File: src/sdtq_pkg.sv
// Shared types, constants and codes for the sorted deadline timer queue.
`timescale 1ns / 1ps

package sdtq_pkg;

    // Default configuration
    localparam int DEPTH_DEF     = 16;
    localparam int TIME_BITS_DEF = 32;
    localparam int TAG_BITS_DEF  = 16;

    // Fixed handle space and per-check result limit
    localparam int HANDLE_BITS = 4;
    localparam int NUM_HANDLES = 16;
    localparam int MAX_OUT     = 16;

    localparam logic [31:0] EMPTY_WAIT = 32'd2147483646;
    localparam logic [31:0] WAIT_SAT   = 32'hFFFF_FFFF;

    // Request codes
    localparam logic [1:0] REQ_ADD    = 2'd0;
    localparam logic [1:0] REQ_REMOVE = 2'd1;
    localparam logic [1:0] REQ_CHECK  = 2'd2;
    localparam logic [1:0] REQ_WAIT   = 2'd3;

    // Status codes
    localparam logic [1:0] STAT_OK      = 2'd0;
    localparam logic [1:0] STAT_UNKNOWN = 2'd1;
    localparam logic [1:0] STAT_FULL    = 2'd2;

    // Result of the shared compare/subtract unit
    typedef struct packed {
        logic        a_lt_b;
        logic        a_eq_b;
        logic [31:0] wait_sat;
    } sdtq_cmp_t;

endpackage

File: src/sdtq_cmp.sv
// Shared compare/subtract unit: orders two times and forms the saturated gap.
`timescale 1ns / 1ps

module sdtq_cmp #(
    parameter int TIME_BITS = sdtq_pkg::TIME_BITS_DEF
) (
    input  logic [TIME_BITS-1:0] a_val,
    input  logic [TIME_BITS-1:0] b_val,
    output sdtq_pkg::sdtq_cmp_t  res
);
    import sdtq_pkg::*;

    localparam int XW = TIME_BITS + 32;

    logic [TIME_BITS:0] diff;
    logic [XW-1:0]      diff_ext;

    assign diff     = {1'b0, a_val} - {1'b0, b_val};
    assign diff_ext = XW'(diff[TIME_BITS-1:0]);

    always_comb begin
        res.a_lt_b = diff[TIME_BITS];
        res.a_eq_b = (diff == '0);
        if (res.a_lt_b || res.a_eq_b) begin
            res.wait_sat = '0;
        end else if (diff_ext > XW'(WAIT_SAT)) begin
            res.wait_sat = WAIT_SAT;
        end else begin
            res.wait_sat = diff_ext[31:0];
        end
    end

endmodule

File: src/sorted_deadline_timer_queue_unit.sv
// Top level of the sorted deadline timer queue: sequencer, entry memory, handle mask.
`timescale 1ns / 1ps

// Keeps up to DEPTH alarms sorted by deadline, earliest first, in a one-port
// entry memory walked by a small sequencer around one shared comparator.
// Input beats (s_*) carry a request: add, remove by handle, check expiries
// against s_now_seconds, or wait query. s_ready is high only while idle;
// one request is taken at a time and all its result beats go out on m_*,
// the final one flagged by m_last. A check gives one beat per fired alarm
// (at most 16), or one empty beat.
// Each memory step is a registered read, then a compare and write. An add
// steps over the entries at or after its insert point; a remove steps over
// all held entries; a check steps from the head while entries are due, then
// moves the rest down; a wait reads the head. A full add, an unknown handle
// and a wait on an empty queue are answered without a memory step.
// Result beats sit in an output register; a stalled receiver holds the
// sequencer at its next emit. Synchronous active-low reset empties the queue
// and frees all handles; the memory itself is not cleared.
module sorted_deadline_timer_queue_unit #(
    parameter int DEPTH     = sdtq_pkg::DEPTH_DEF,
    parameter int TIME_BITS = sdtq_pkg::TIME_BITS_DEF,
    parameter int TAG_BITS  = sdtq_pkg::TAG_BITS_DEF
) (
    input  logic        aclk,
    input  logic        aresetn,
    input  logic        s_valid,
    output logic        s_ready,
    input  logic [1:0]  s_req_type,
    input  logic [31:0] s_now_seconds,
    input  logic [31:0] s_deadline,
    input  logic [15:0] s_tag_in,
    input  logic [3:0]  s_handle_in,
    output logic        m_valid,
    input  logic        m_ready,
    output logic [3:0]  m_handle_out,
    output logic        m_fired,
    output logic [15:0] m_fired_tag,
    output logic [31:0] m_wait_seconds,
    output logic [1:0]  m_status,
    output logic        m_last
);
    import sdtq_pkg::*;

    localparam int AW = $clog2(DEPTH);
    localparam int CW = $clog2(DEPTH + 1);
    localparam int EW = TIME_BITS + TAG_BITS + HANDLE_BITS;

    localparam logic [3:0] ST_IDLE    = 4'd0;
    localparam logic [3:0] ST_ADD_RD  = 4'd1;
    localparam logic [3:0] ST_ADD_CMP = 4'd2;
    localparam logic [3:0] ST_REM_RD  = 4'd3;
    localparam logic [3:0] ST_REM_CMP = 4'd4;
    localparam logic [3:0] ST_CHK_RD  = 4'd5;
    localparam logic [3:0] ST_CHK_CMP = 4'd6;
    localparam logic [3:0] ST_CHK_END = 4'd7;
    localparam logic [3:0] ST_SH_RD   = 4'd8;
    localparam logic [3:0] ST_SH_WR   = 4'd9;
    localparam logic [3:0] ST_WQ_RD   = 4'd10;
    localparam logic [3:0] ST_WQ_CMP  = 4'd11;
    localparam logic [3:0] ST_RESP    = 4'd12;

    // Entry memory: {deadline, tag, handle}
    logic [EW-1:0] mem [DEPTH];
    logic [EW-1:0] rd_data_reg;
    logic          rd_en;
    logic [AW-1:0] rd_addr;
    logic          wr_en;
    logic [AW-1:0] wr_addr;
    logic [EW-1:0] wr_data;

    logic [3:0]             state_reg, state_next;
    logic [CW-1:0]          count_reg, count_next;
    logic [NUM_HANDLES-1:0] mask_reg, mask_next;
    logic [CW-1:0]          idx_reg, idx_next;
    logic [CW-1:0]          src_reg, src_next;
    logic                   found_reg, found_next;
    logic [TIME_BITS-1:0]   dl_reg, dl_next;
    logic [TIME_BITS-1:0]   now_reg, now_next;
    logic [TAG_BITS-1:0]    tag_reg, tag_next;
    logic [3:0]             hdl_reg, hdl_next;

    // Staged final result of the current request
    logic [3:0]  res_handle_reg, res_handle_next;
    logic        res_fired_reg, res_fired_next;
    logic [15:0] res_tag_reg, res_tag_next;
    logic [31:0] res_wait_reg, res_wait_next;
    logic [1:0]  res_status_reg, res_status_next;

    logic        m_valid_reg, m_valid_next;
    logic [3:0]  m_handle_reg, m_handle_next;
    logic        m_fired_reg, m_fired_next;
    logic [15:0] m_tag_reg, m_tag_next;
    logic [31:0] m_wait_reg, m_wait_next;
    logic [1:0]  m_status_reg, m_status_next;
    logic        m_last_reg, m_last_next;

    logic [TIME_BITS-1:0] rd_dl;
    logic [TAG_BITS-1:0]  rd_tag;
    logic [3:0]           rd_hdl;
    logic [EW-1:0]        new_word;
    logic [TIME_BITS-1:0] cmp_b;
    sdtq_cmp_t            cmp_res;
    logic [3:0]           free_h;
    logic                 out_free;
    logic                 q_full;
    logic [CW-1:0]        dst_idx;

    assign rd_dl    = rd_data_reg[EW-1 -: TIME_BITS];
    assign rd_tag   = rd_data_reg[HANDLE_BITS +: TAG_BITS];
    assign rd_hdl   = rd_data_reg[HANDLE_BITS-1:0];
    assign new_word = {dl_reg, tag_reg, hdl_reg};
    assign out_free = !m_valid_reg || m_ready;
    assign q_full   = (count_reg == CW'(DEPTH)) || (&mask_reg);
    assign dst_idx  = src_reg - idx_reg;
    assign cmp_b    = (state_reg == ST_ADD_CMP) ? dl_reg : now_reg;

    sdtq_cmp #(
        .TIME_BITS(TIME_BITS)
    ) u_cmp (
        .a_val(rd_dl),
        .b_val(cmp_b),
        .res  (cmp_res)
    );

    // Lowest free handle
    always_comb begin
        free_h = '0;
        for (int i = NUM_HANDLES - 1; i >= 0; i--) begin
            if (!mask_reg[i]) begin
                free_h = 4'(i);
            end
        end
    end

    always_ff @(posedge aclk) begin
        if (wr_en) begin
            mem[wr_addr] <= wr_data;
        end
        if (rd_en) begin
            rd_data_reg <= mem[rd_addr];
        end
    end

    always_comb begin
        state_next      = state_reg;
        count_next      = count_reg;
        mask_next       = mask_reg;
        idx_next        = idx_reg;
        src_next        = src_reg;
        found_next      = found_reg;
        dl_next         = dl_reg;
        now_next        = now_reg;
        tag_next        = tag_reg;
        hdl_next        = hdl_reg;
        res_handle_next = res_handle_reg;
        res_fired_next  = res_fired_reg;
        res_tag_next    = res_tag_reg;
        res_wait_next   = res_wait_reg;
        res_status_next = res_status_reg;
        m_valid_next    = m_valid_reg && !m_ready;
        m_handle_next   = m_handle_reg;
        m_fired_next    = m_fired_reg;
        m_tag_next      = m_tag_reg;
        m_wait_next     = m_wait_reg;
        m_status_next   = m_status_reg;
        m_last_next     = m_last_reg;
        rd_en           = 1'b0;
        rd_addr         = '0;
        wr_en           = 1'b0;
        wr_addr         = '0;
        wr_data         = '0;

        unique case (state_reg)
            ST_IDLE: begin
                if (s_valid) begin
                    dl_next         = TIME_BITS'(s_deadline);
                    now_next        = TIME_BITS'(s_now_seconds);
                    tag_next        = TAG_BITS'(s_tag_in);
                    hdl_next        = s_handle_in;
                    idx_next        = '0;
                    found_next      = 1'b0;
                    res_handle_next = '0;
                    res_fired_next  = 1'b0;
                    res_tag_next    = '0;
                    res_wait_next   = '0;
                    res_status_next = STAT_OK;
                    unique case (s_req_type)
                        REQ_ADD: begin
                            if (q_full) begin
                                res_status_next = STAT_FULL;
                                state_next      = ST_RESP;
                            end else begin
                                hdl_next   = free_h;
                                idx_next   = count_reg;
                                state_next = ST_ADD_RD;
                            end
                        end
                        REQ_REMOVE: begin
                            if (!mask_reg[s_handle_in]) begin
                                res_status_next = STAT_UNKNOWN;
                                state_next      = ST_RESP;
                            end else begin
                                state_next = ST_REM_RD;
                            end
                        end
                        REQ_CHECK: begin
                            state_next = ST_CHK_RD;
                        end
                        REQ_WAIT: begin
                            if (count_reg == '0) begin
                                res_wait_next = EMPTY_WAIT;
                                state_next    = ST_RESP;
                            end else begin
                                state_next = ST_WQ_RD;
                            end
                        end
                        default: state_next = ST_IDLE;
                    endcase
                end
            end

            // Insert: walk down from the tail, moving later-or-equal entries up
            ST_ADD_RD: begin
                if (idx_reg == '0) begin
                    wr_en                = 1'b1;
                    wr_addr              = '0;
                    wr_data              = new_word;
                    res_handle_next      = hdl_reg;
                    count_next           = count_reg + CW'(1);
                    mask_next[hdl_reg]   = 1'b1;
                    state_next           = ST_RESP;
                end else begin
                    rd_en      = 1'b1;
                    rd_addr    = AW'(idx_reg - CW'(1));
                    state_next = ST_ADD_CMP;
                end
            end

            ST_ADD_CMP: begin
                wr_en   = 1'b1;
                wr_addr = idx_reg[AW-1:0];
                if (!cmp_res.a_lt_b) begin
                    wr_data    = rd_data_reg;
                    idx_next   = idx_reg - CW'(1);
                    state_next = ST_ADD_RD;
                end else begin
                    wr_data            = new_word;
                    res_handle_next    = hdl_reg;
                    count_next         = count_reg + CW'(1);
                    mask_next[hdl_reg] = 1'b1;
                    state_next         = ST_RESP;
                end
            end

            // Remove: scan forward; after the match, move each entry down one
            ST_REM_RD: begin
                if (idx_reg == count_reg) begin
                    if (found_reg) begin
                        count_next = count_reg - CW'(1);
                    end
                    mask_next[hdl_reg] = 1'b0;
                    state_next         = ST_RESP;
                end else begin
                    rd_en      = 1'b1;
                    rd_addr    = idx_reg[AW-1:0];
                    state_next = ST_REM_CMP;
                end
            end

            ST_REM_CMP: begin
                if (found_reg) begin
                    wr_en   = 1'b1;
                    wr_addr = AW'(idx_reg - CW'(1));
                    wr_data = rd_data_reg;
                end else if (rd_hdl == hdl_reg) begin
                    found_next = 1'b1;
                end
                idx_next   = idx_reg + CW'(1);
                state_next = ST_REM_RD;
            end

            // Check: fire from the head; each fired tag goes out one step late
            // so the final one can carry last
            ST_CHK_RD: begin
                if ((idx_reg < count_reg) && (32'(idx_reg) < MAX_OUT)) begin
                    rd_en      = 1'b1;
                    rd_addr    = idx_reg[AW-1:0];
                    state_next = ST_CHK_CMP;
                end else begin
                    state_next = ST_CHK_END;
                end
            end

            ST_CHK_CMP: begin
                if (cmp_res.a_lt_b || cmp_res.a_eq_b) begin
                    if (!res_fired_reg || out_free) begin
                        if (res_fired_reg) begin
                            m_valid_next  = 1'b1;
                            m_handle_next = '0;
                            m_fired_next  = 1'b1;
                            m_tag_next    = res_tag_reg;
                            m_wait_next   = '0;
                            m_status_next = STAT_OK;
                            m_last_next   = 1'b0;
                        end
                        res_fired_next    = 1'b1;
                        res_tag_next      = 16'(rd_tag);
                        mask_next[rd_hdl] = 1'b0;
                        idx_next          = idx_reg + CW'(1);
                        state_next        = ST_CHK_RD;
                    end
                end else begin
                    state_next = ST_CHK_END;
                end
            end

            ST_CHK_END: begin
                if (idx_reg == '0) begin
                    state_next = ST_RESP;
                end else begin
                    src_next   = idx_reg;
                    state_next = ST_SH_RD;
                end
            end

            // Close the gap left by the popped head entries
            ST_SH_RD: begin
                if (src_reg == count_reg) begin
                    count_next = count_reg - idx_reg;
                    state_next = ST_RESP;
                end else begin
                    rd_en      = 1'b1;
                    rd_addr    = src_reg[AW-1:0];
                    state_next = ST_SH_WR;
                end
            end

            ST_SH_WR: begin
                wr_en      = 1'b1;
                wr_addr    = dst_idx[AW-1:0];
                wr_data    = rd_data_reg;
                src_next   = src_reg + CW'(1);
                state_next = ST_SH_RD;
            end

            ST_WQ_RD: begin
                rd_en      = 1'b1;
                rd_addr    = '0;
                state_next = ST_WQ_CMP;
            end

            ST_WQ_CMP: begin
                res_wait_next = cmp_res.wait_sat;
                state_next    = ST_RESP;
            end

            ST_RESP: begin
                if (out_free) begin
                    m_valid_next  = 1'b1;
                    m_handle_next = res_handle_reg;
                    m_fired_next  = res_fired_reg;
                    m_tag_next    = res_tag_reg;
                    m_wait_next   = res_wait_reg;
                    m_status_next = res_status_reg;
                    m_last_next   = 1'b1;
                    state_next    = ST_IDLE;
                end
            end

            default: state_next = ST_IDLE;
        endcase
    end

    always_ff @(posedge aclk) begin
        if (!aresetn) begin
            state_reg   <= ST_IDLE;
            count_reg   <= '0;
            mask_reg    <= '0;
            m_valid_reg <= 1'b0;
        end else begin
            state_reg   <= state_next;
            count_reg   <= count_next;
            mask_reg    <= mask_next;
            m_valid_reg <= m_valid_next;
        end
        idx_reg        <= idx_next;
        src_reg        <= src_next;
        found_reg      <= found_next;
        dl_reg         <= dl_next;
        now_reg        <= now_next;
        tag_reg        <= tag_next;
        hdl_reg        <= hdl_next;
        res_handle_reg <= res_handle_next;
        res_fired_reg  <= res_fired_next;
        res_tag_reg    <= res_tag_next;
        res_wait_reg   <= res_wait_next;
        res_status_reg <= res_status_next;
        m_handle_reg   <= m_handle_next;
        m_fired_reg    <= m_fired_next;
        m_tag_reg      <= m_tag_next;
        m_wait_reg     <= m_wait_next;
        m_status_reg   <= m_status_next;
        m_last_reg     <= m_last_next;
    end

    assign s_ready        = (state_reg == ST_IDLE);
    assign m_valid        = m_valid_reg;
    assign m_handle_out   = m_handle_reg;
    assign m_fired        = m_fired_reg;
    assign m_fired_tag    = m_tag_reg;
    assign m_wait_seconds = m_wait_reg;
    assign m_status       = m_status_reg;
    assign m_last         = m_last_reg;

    // Fill level never passes the memory depth
    a_count_bound: assert property (@(posedge aclk) disable iff (!aresetn)
        count_reg <= CW'(DEPTH))
        else $error("entry count above depth");

    // Between requests every stored entry owns exactly one handle
    a_mask_count: assert property (@(posedge aclk) disable iff (!aresetn)
        (state_reg == ST_IDLE) |-> ($countones(mask_reg) == 32'(count_reg)))
        else $error("handle mask out of step with entry count");

    // Insert walk never reads below the head
    a_add_idx: assert property (@(posedge aclk) disable iff (!aresetn)
        (state_reg == ST_ADD_CMP) |-> (idx_reg != '0))
        else $error("insert walk past head");

    // Compaction source stays at or beyond the popped count
    a_shift_src: assert property (@(posedge aclk) disable iff (!aresetn)
        (state_reg == ST_SH_WR) |-> (src_reg >= idx_reg))
        else $error("compaction source behind destination");

endmodule
File: config.mk
export PLATFORM = sky130hd
export DESIGN_NAME = sorted_deadline_timer_queue_unit
export DESIGN_NICKNAME = d
export VERILOG_FILES = /design/src/sdtq_pkg.sv /design/src/sdtq_cmp.sv /design/src/sorted_deadline_timer_queue_unit.sv
export SDC_FILE = /design/constraint.sdc
export NUM_CORES = 2
export LEC_CHECK = 0
export ABC_CLOCK_PERIOD_IN_PS = 15940
export BUFFER_PORTS_ARGS = -buffer_cell sky130_fd_sc_hd__buf_2
export CORE_MARGIN = 10
export CORE_UTILIZATION = 65
export DETAILED_ROUTE_END_ITERATION = 10
export GPL_TIMING_DRIVEN = 0
export PLACE_DENSITY = 0.83
export SETUP_SLACK_MARGIN = 0.4
export SLEW_MARGIN = 40
export SYNTH_ARGS = -nofsm -noshare
export SYNTH_HDL_FRONTEND = slang
export SYNTH_SLANG_ARGS = --single-unit
File: constraint.sdc
create_clock -name aclk -period 15.94 [get_ports aclk]
set_input_delay 4.782 -clock aclk [delete_from_list [all_inputs] [get_ports aclk]]
set_output_delay 4.782 -clock aclk [all_outputs]
set_load 0.005 [all_outputs]
Word-level counts from Yosys, hierarchy flattened --
Memory sizes are Yosys's and may differ from the RTL's. A register that Yosys moved wholly into a read port is not among the register bits. Index checks and enable logic that the tools add are counted. W data, S select, Z words.
Storage, ports and cells: register bits after elaboration 232, memory bits (writable) 832, input bits 90, output and inout port bits 58, logic and storage cells 255, memories 1
Memory list:
- mem | depth 16, width 52, rd ports 1, clocked after Yosys merged registers in 1, wr ports 1, RTL line sorted_deadline_timer_queue_unit.sv:63 | logic [EW-1:0] mem [DEPTH];
Operators by class: add/subtract/negate cells 8, order comparisons 8, equal/unequal tests 32, mux-type cells 141, bitwise gates (word level) 5, reduce and logical (&&, ||, !) cells 38
Operators by type and width (number):
- $mux W32 | 8
- $pmux W52 S4 | 1
- $mux W16 | 12
- $mux W4 | 39
- $mux W52 | 3
- $pmux W32 S2 | 2
- $pmux W16 S2 | 2
- $pmux W16 S4 | 1
- $mux W31 | 2
- $mux W5 | 12
- $pmux W4 S13 | 1
- $pmux W5 S4 | 2
- $logic_not A33 Y1 | 1
- $sub A32 B32 Y33 | 1
- $and A16 B16 Y16 | 2
- $gt A32 B32 Y1 const B | 1
- $not A16 Y16 | 2
- $pmux W4 S4 | 2
- $mux W1 | 30
- $pmux W4 S3 | 2
- $ne A2 B2 Y1 const B | 11
- $eq A4 B4 Y1 const B | 5
- $eq A4 B3 Y1 const B | 4
- $or A16 B16 Y16 | 1
- other kinds (43) | 85

Logic depth before layout (Yosys ltp) --
depth in word-level cells 18, mapped depth 21, depth with buffers taken out 17

By module --
Synthesis repeated with hierarchy kept, for this count alone.
Second synthesis, totals: cells, all modules 3288, area total of the unflattened synthesis 47715.8 um^2
By module, submodules not included:
- sorted_deadline_timer_queue_unit | instances 1, cells an instance 2947, area each 45428.6 um^2, sequential area each 33251.9 um^2
- sdtq_cmp | instances 1, cells an instance 341, area each 2287.2 um^2, sequential area each 0.0 um^2

Worst setup path before layout --
No wires, ideal clock.
path type input to register, from input port m_ready, to register m_fired_reg (netlist: m_fired), enable pin, setup time 554 ps, data arrival time 9041 ps, required time 15386 ps, slack 6345 ps, stages 2, path buffers 0, cells stage by stage nor2b_1 -> a211oi_1
On the way: cells in the longest elaborated chain, start to end 4, elaborated cells on any way between the ends 5, classes of those cells eq/ne: 2; reduce/logical: 3
RTL lines:
- from (decl) | RTL line sorted_deadline_timer_queue_unit.sv:34 | input logic m_ready,
- $logic_or A1 B1 Y1 * | RTL line sorted_deadline_timer_queue_unit.sv:112 | assign out_free = !m_valid_reg || m_ready;
- $logic_or A1 B1 Y1 | RTL line sorted_deadline_timer_queue_unit.sv:296 | if (!res_fired_reg || out_free) begin
- $ne A2 B2 Y1 (no line)
- $reduce_and A5 Y1 (no line) *
- to (signal assigned) | RTL line sorted_deadline_timer_queue_unit.sv:399 | m_fired_reg <= m_fired_next;
- to (decl) | RTL line sorted_deadline_timer_queue_unit.sv:91 | logic m_fired_reg, m_fired_next;
Mark *: on every way between the ends. The rest lies on a longest branch, timed or not. A chain may end at the register's enable or synchronous reset.

Final worst setup path --
from register state_reg[3], to register m_wait_reg[20] (netlist: m_wait_seconds[20]), enable pin
On the way: cells in the longest elaborated chain, start to end 7, elaborated cells on any way between the ends 13, classes of those cells add/sub: 1; eq/ne: 7; mux: 1; reduce/logical: 4
RTL lines:
- from (decl) | RTL line sorted_deadline_timer_queue_unit.sv:71 | logic [3:0] state_reg, state_next;
- from (signal assigned) | RTL line sorted_deadline_timer_queue_unit.sv:381 | state_reg <= state_next;
- $eq A4 B2 Y1 | RTL line sorted_deadline_timer_queue_unit.sv:115 | assign cmp_b = (state_reg == ST_ADD_CMP) ? dl_reg : now_reg;
- $mux W32 | RTL line sorted_deadline_timer_queue_unit.sv:115
- $sub A32 B32 Y33 | RTL line sdtq_cmp.sv:18 | assign diff = {1'b0, a_val} - {1'b0, b_val};
- $logic_not A33 Y1 | RTL line sdtq_cmp.sv:23 | res.a_eq_b = (diff == '0);
- $logic_or A1 B1 Y1 | RTL line sorted_deadline_timer_queue_unit.sv:295 | if (cmp_res.a_lt_b || cmp_res.a_eq_b) begin
- $ne A2 B2 Y1 (no line)
- $reduce_and A5 Y1 (no line) *
- to (signal assigned) | RTL line sorted_deadline_timer_queue_unit.sv:401 | m_wait_reg <= m_wait_next;
- to (decl) | RTL line sorted_deadline_timer_queue_unit.sv:93 | logic [31:0] m_wait_reg, m_wait_next;
Marked as above.

==> metrics.txt <==
outcome=completed; PortBufs=146; total I/O pin count=148; DRC errors left=0; number of clock sinks=1,116; via density per instance=7.02; pwr/cell area=205 nW/µm²; H-tree level count=3; DIE AREA=82,400 µm²; Hold EP=m_fired_tag[14]; gr ovfl total=0; largest fanout on the critical path=14; 1st-pass router iterations=7; Critical Path AT=8.65 ns; routed wl met3=20,900 µm; FF-to-FF Start=state_reg[3]; Worst R2R End=m_wait_seconds[20]; Area Overhead vs Synth=15.4%; R2R setup slack=7.68 ns; Period minus WS final=8.26 ns; Final Setup Violations=0; Worst Path Required=16.32 ns; metal1 wirelength=45,500 µm; postcts setup bufs=0; clk_lat worst skew=0.72 ns; num rows=97; hold_sp=res_tag_reg[14]; critical path endpoint category=flip-flop; Tightest Pin Transition=0.999 ns; critical path startpoint category=flip-flop; core box area=70,400 µm²; register bit count reported by yosys=1,116; maximum VDD drop=0.127 mV; number of warnings issued by yosys=0; Static Leak=18.6 nW; Netlist cell types=74; ANT nets after route=0; number of global-route vias before repair=31,900; fin util=76.0%; Mapped Nets=3,354; CTS Root Buffer Type=clkbuf_16; Die Y=287 µm; post_cts resized=0; max reg flops=832; Most used DFF post-synth=edfxtp_1; Rel. slew slack=31.5%; final WL=140,000 µm; DR WL/cell=30.7 µm; max_cap viols=0; hold crit path type=reg2reg; CTS buffer count=107; Top Layer Used=met5; Slew Limit Fails=0; Reg clk slew, reported paths=0.07 ns; fmax=121 MHz; CP Class=reg2reg; DR WL met2=65,700 µm; GRT Resource Usage Total=33.9%; Fin. Hold Viols=0; vias after detailed routing=32,100; pin count of the biggest net entering global routing=37; Reg2Reg Depth=21; Post-synth EDFFs=1,090; Post-DP HPWL=90,900 µm; RSZ-0062 raised after global routing=false; Final nets=3,677; Mean Syn Cell Area=14.4 µm²; hold-fix buffer count after cts=0; final setup TNS=0 ns; Gate Count Post-Synth=3,214; layout cells sized above 1=15.0%; starting density of the core=65.9%; Worst Skew=0.0442 ns; Die Wd=287 µm; first-pass GRT wire length=207,000 µm; final period utilization=51.8%; fraction of registers with async set or reset after synthesis=0%; post-synthesis sequential area ratio=71.7%; initial drt markers=5,306; initial antenna violation count=5; hold path cells=0; CTS Buffer Depth=3; GPL Wtd Cong=0.925; post-synthesis cell area=46,400 µm²; CTS tree=built
-- critical path, cell delays in order, from the launching register on --
cell and delay, ns:
dfxtp_1 0.42, or2_0 0.14, clkbuf_1 0.38, or2_2 0.20, clkbuf_2 0.42, clkbuf_1 0.66, mux2i_1 0.85, ha_1 0.38
buf_2 0.17, and3_1 0.20, a221o_1 0.42, a31oi_1 0.35, nand3b_1 0.19, xnor2_1 0.29, o311ai_1 0.21, nor4_2 0.39
nand4_2 0.41, and2_1 0.42, a211oi_4 0.63, buf_4 0.33, buf_6 0.20, buf_4 0.24
-- stage by stage --
stage / cell area [µm²] / setup slack, ns / hold WS, ns / total power, mW / std cells
6_report: 53500 / 7.68 / 0.389 / 11.0 / 4573
5_1_grt: 53500 / 7.36 / 0.409 / 11.3 / 4568
4_1_cts: 53500 / 7.97 / 0.402 / 10.8 / 4567
3_5_place_dp: 50000 / 8.04 / 0.406 / 8.16 / 4367
3_3_place_gp: 48300 / 3.00 / 0.401 / 7.88 / 4300
2_1_floorplan: 46400 / 6.35 / 0.400 / 6.65 / 3214
-- where the power goes --
group / switching (mW) / leakage (nW) / internal [mW] / total, mW
clock: 1.13 / 1.70 / 1.43 / 2.56
sequential: 0.248 / 10.4 / 4.00 / 4.25
combinational: 2.88 / 6.54 / 1.28 / 4.15
-- layer usage --
| layer | vias to the layer above | track usage (%) |
|---|---|---|
| met1 | 15300 | 41.7 |
| met4 | 4 | 17.0 |
| met2 | 3098 | 53.7 |
| li1 | 13000 | - |
| met3 | 691 | 11.0 |
| met5 | - | 0 |
-- cell usage after synthesis, types with 30 or more instances --
library cell | number | area (µm²)
a21oi_1 | 176 | 881
a22o_1 | 54 | 473
and2_1 | 30 | 188
and3_1 | 48 | 300
clkbuf_1 | 171 | 642
edfxtp_1 | 1090 | 32700
ha_1 | 46 | 576
inv_1 | 32 | 120
mux2i_1 | 37 | 370
mux4_2 | 109 | 2450
nand2_1 | 524 | 1970
nand3_1 | 250 | 1250
nor2_1 | 80 | 300
nor3_1 | 79 | 395
o21ai_0 | 57 | 285
o22ai_1 | 56 | 350
xnor2_1 | 33 | 289
-- kinds of logic (layout without fill, tap and decap cells) --
kind of cell	count (synthesis)	count (layout)	share of synthesized area (%)
AO/OA/AOI/OAI	514	514	7.08
XOR/XNOR	44	44	0.831
adder cells (fa/ha/maj)	50	50	1.41
buffers and inverters	233	647	1.94
flip-flops	1116	1116	71.7
multiplexers	146	146	6.09
other	0	5	0
AND/OR/NAND/NOR	1111	1111	10.9
-- worst max-delay path by stage --
stage | slack [ns] | endpoint | cells past startpoint | startpoint
finish | 7.68 | m_wait_seconds[20] | 21 | state_reg[3]
global placement | 3.00 | m_wait_seconds[19] | 18 | state_reg[3]
floorplan | 6.35 | m_fired | 2 | m_ready
global route | 7.36 | m_wait_seconds[16] | 21 | state_reg[3]
CTS | 7.97 | m_wait_seconds[25] | 21 | state_reg[3]
detailed placement | 8.04 | m_wait_seconds[19] | 21 | state_reg[3]
-- cell type report --
| type | count | area, µm² |
|---|---|---|
| fillers | 3784 | 16900 |
| repair buffers | 214 | 2280 |
| plain buffers | 200 | 795 |
| well taps | 940 | 1180 |
| clock buffers | 124 | 2780 |
| clock inverters | 76 | 697 |
| flip-flops and latches | 1116 | 33300 |
| inverters | 33 | 124 |
| diodes | 5 | 12.5 |
| multi-input cells | 1865 | 12400 |
-- cells in the final DEF, fill, tap and decap left out, drive strengths merged, types with 37 or more instances in the layout --
master,n
o21ai,84
ha,46
mux2i,37
nand3,250
a21oi,176
o22ai,56
clkinv,52
nor3,79
clkbuf,298
nor2,80
mux4,109
inv,38
buf,240
edfxtp,1090
nand2,524
a22o,54
and3,48
(Power assumes the default switching activity.)
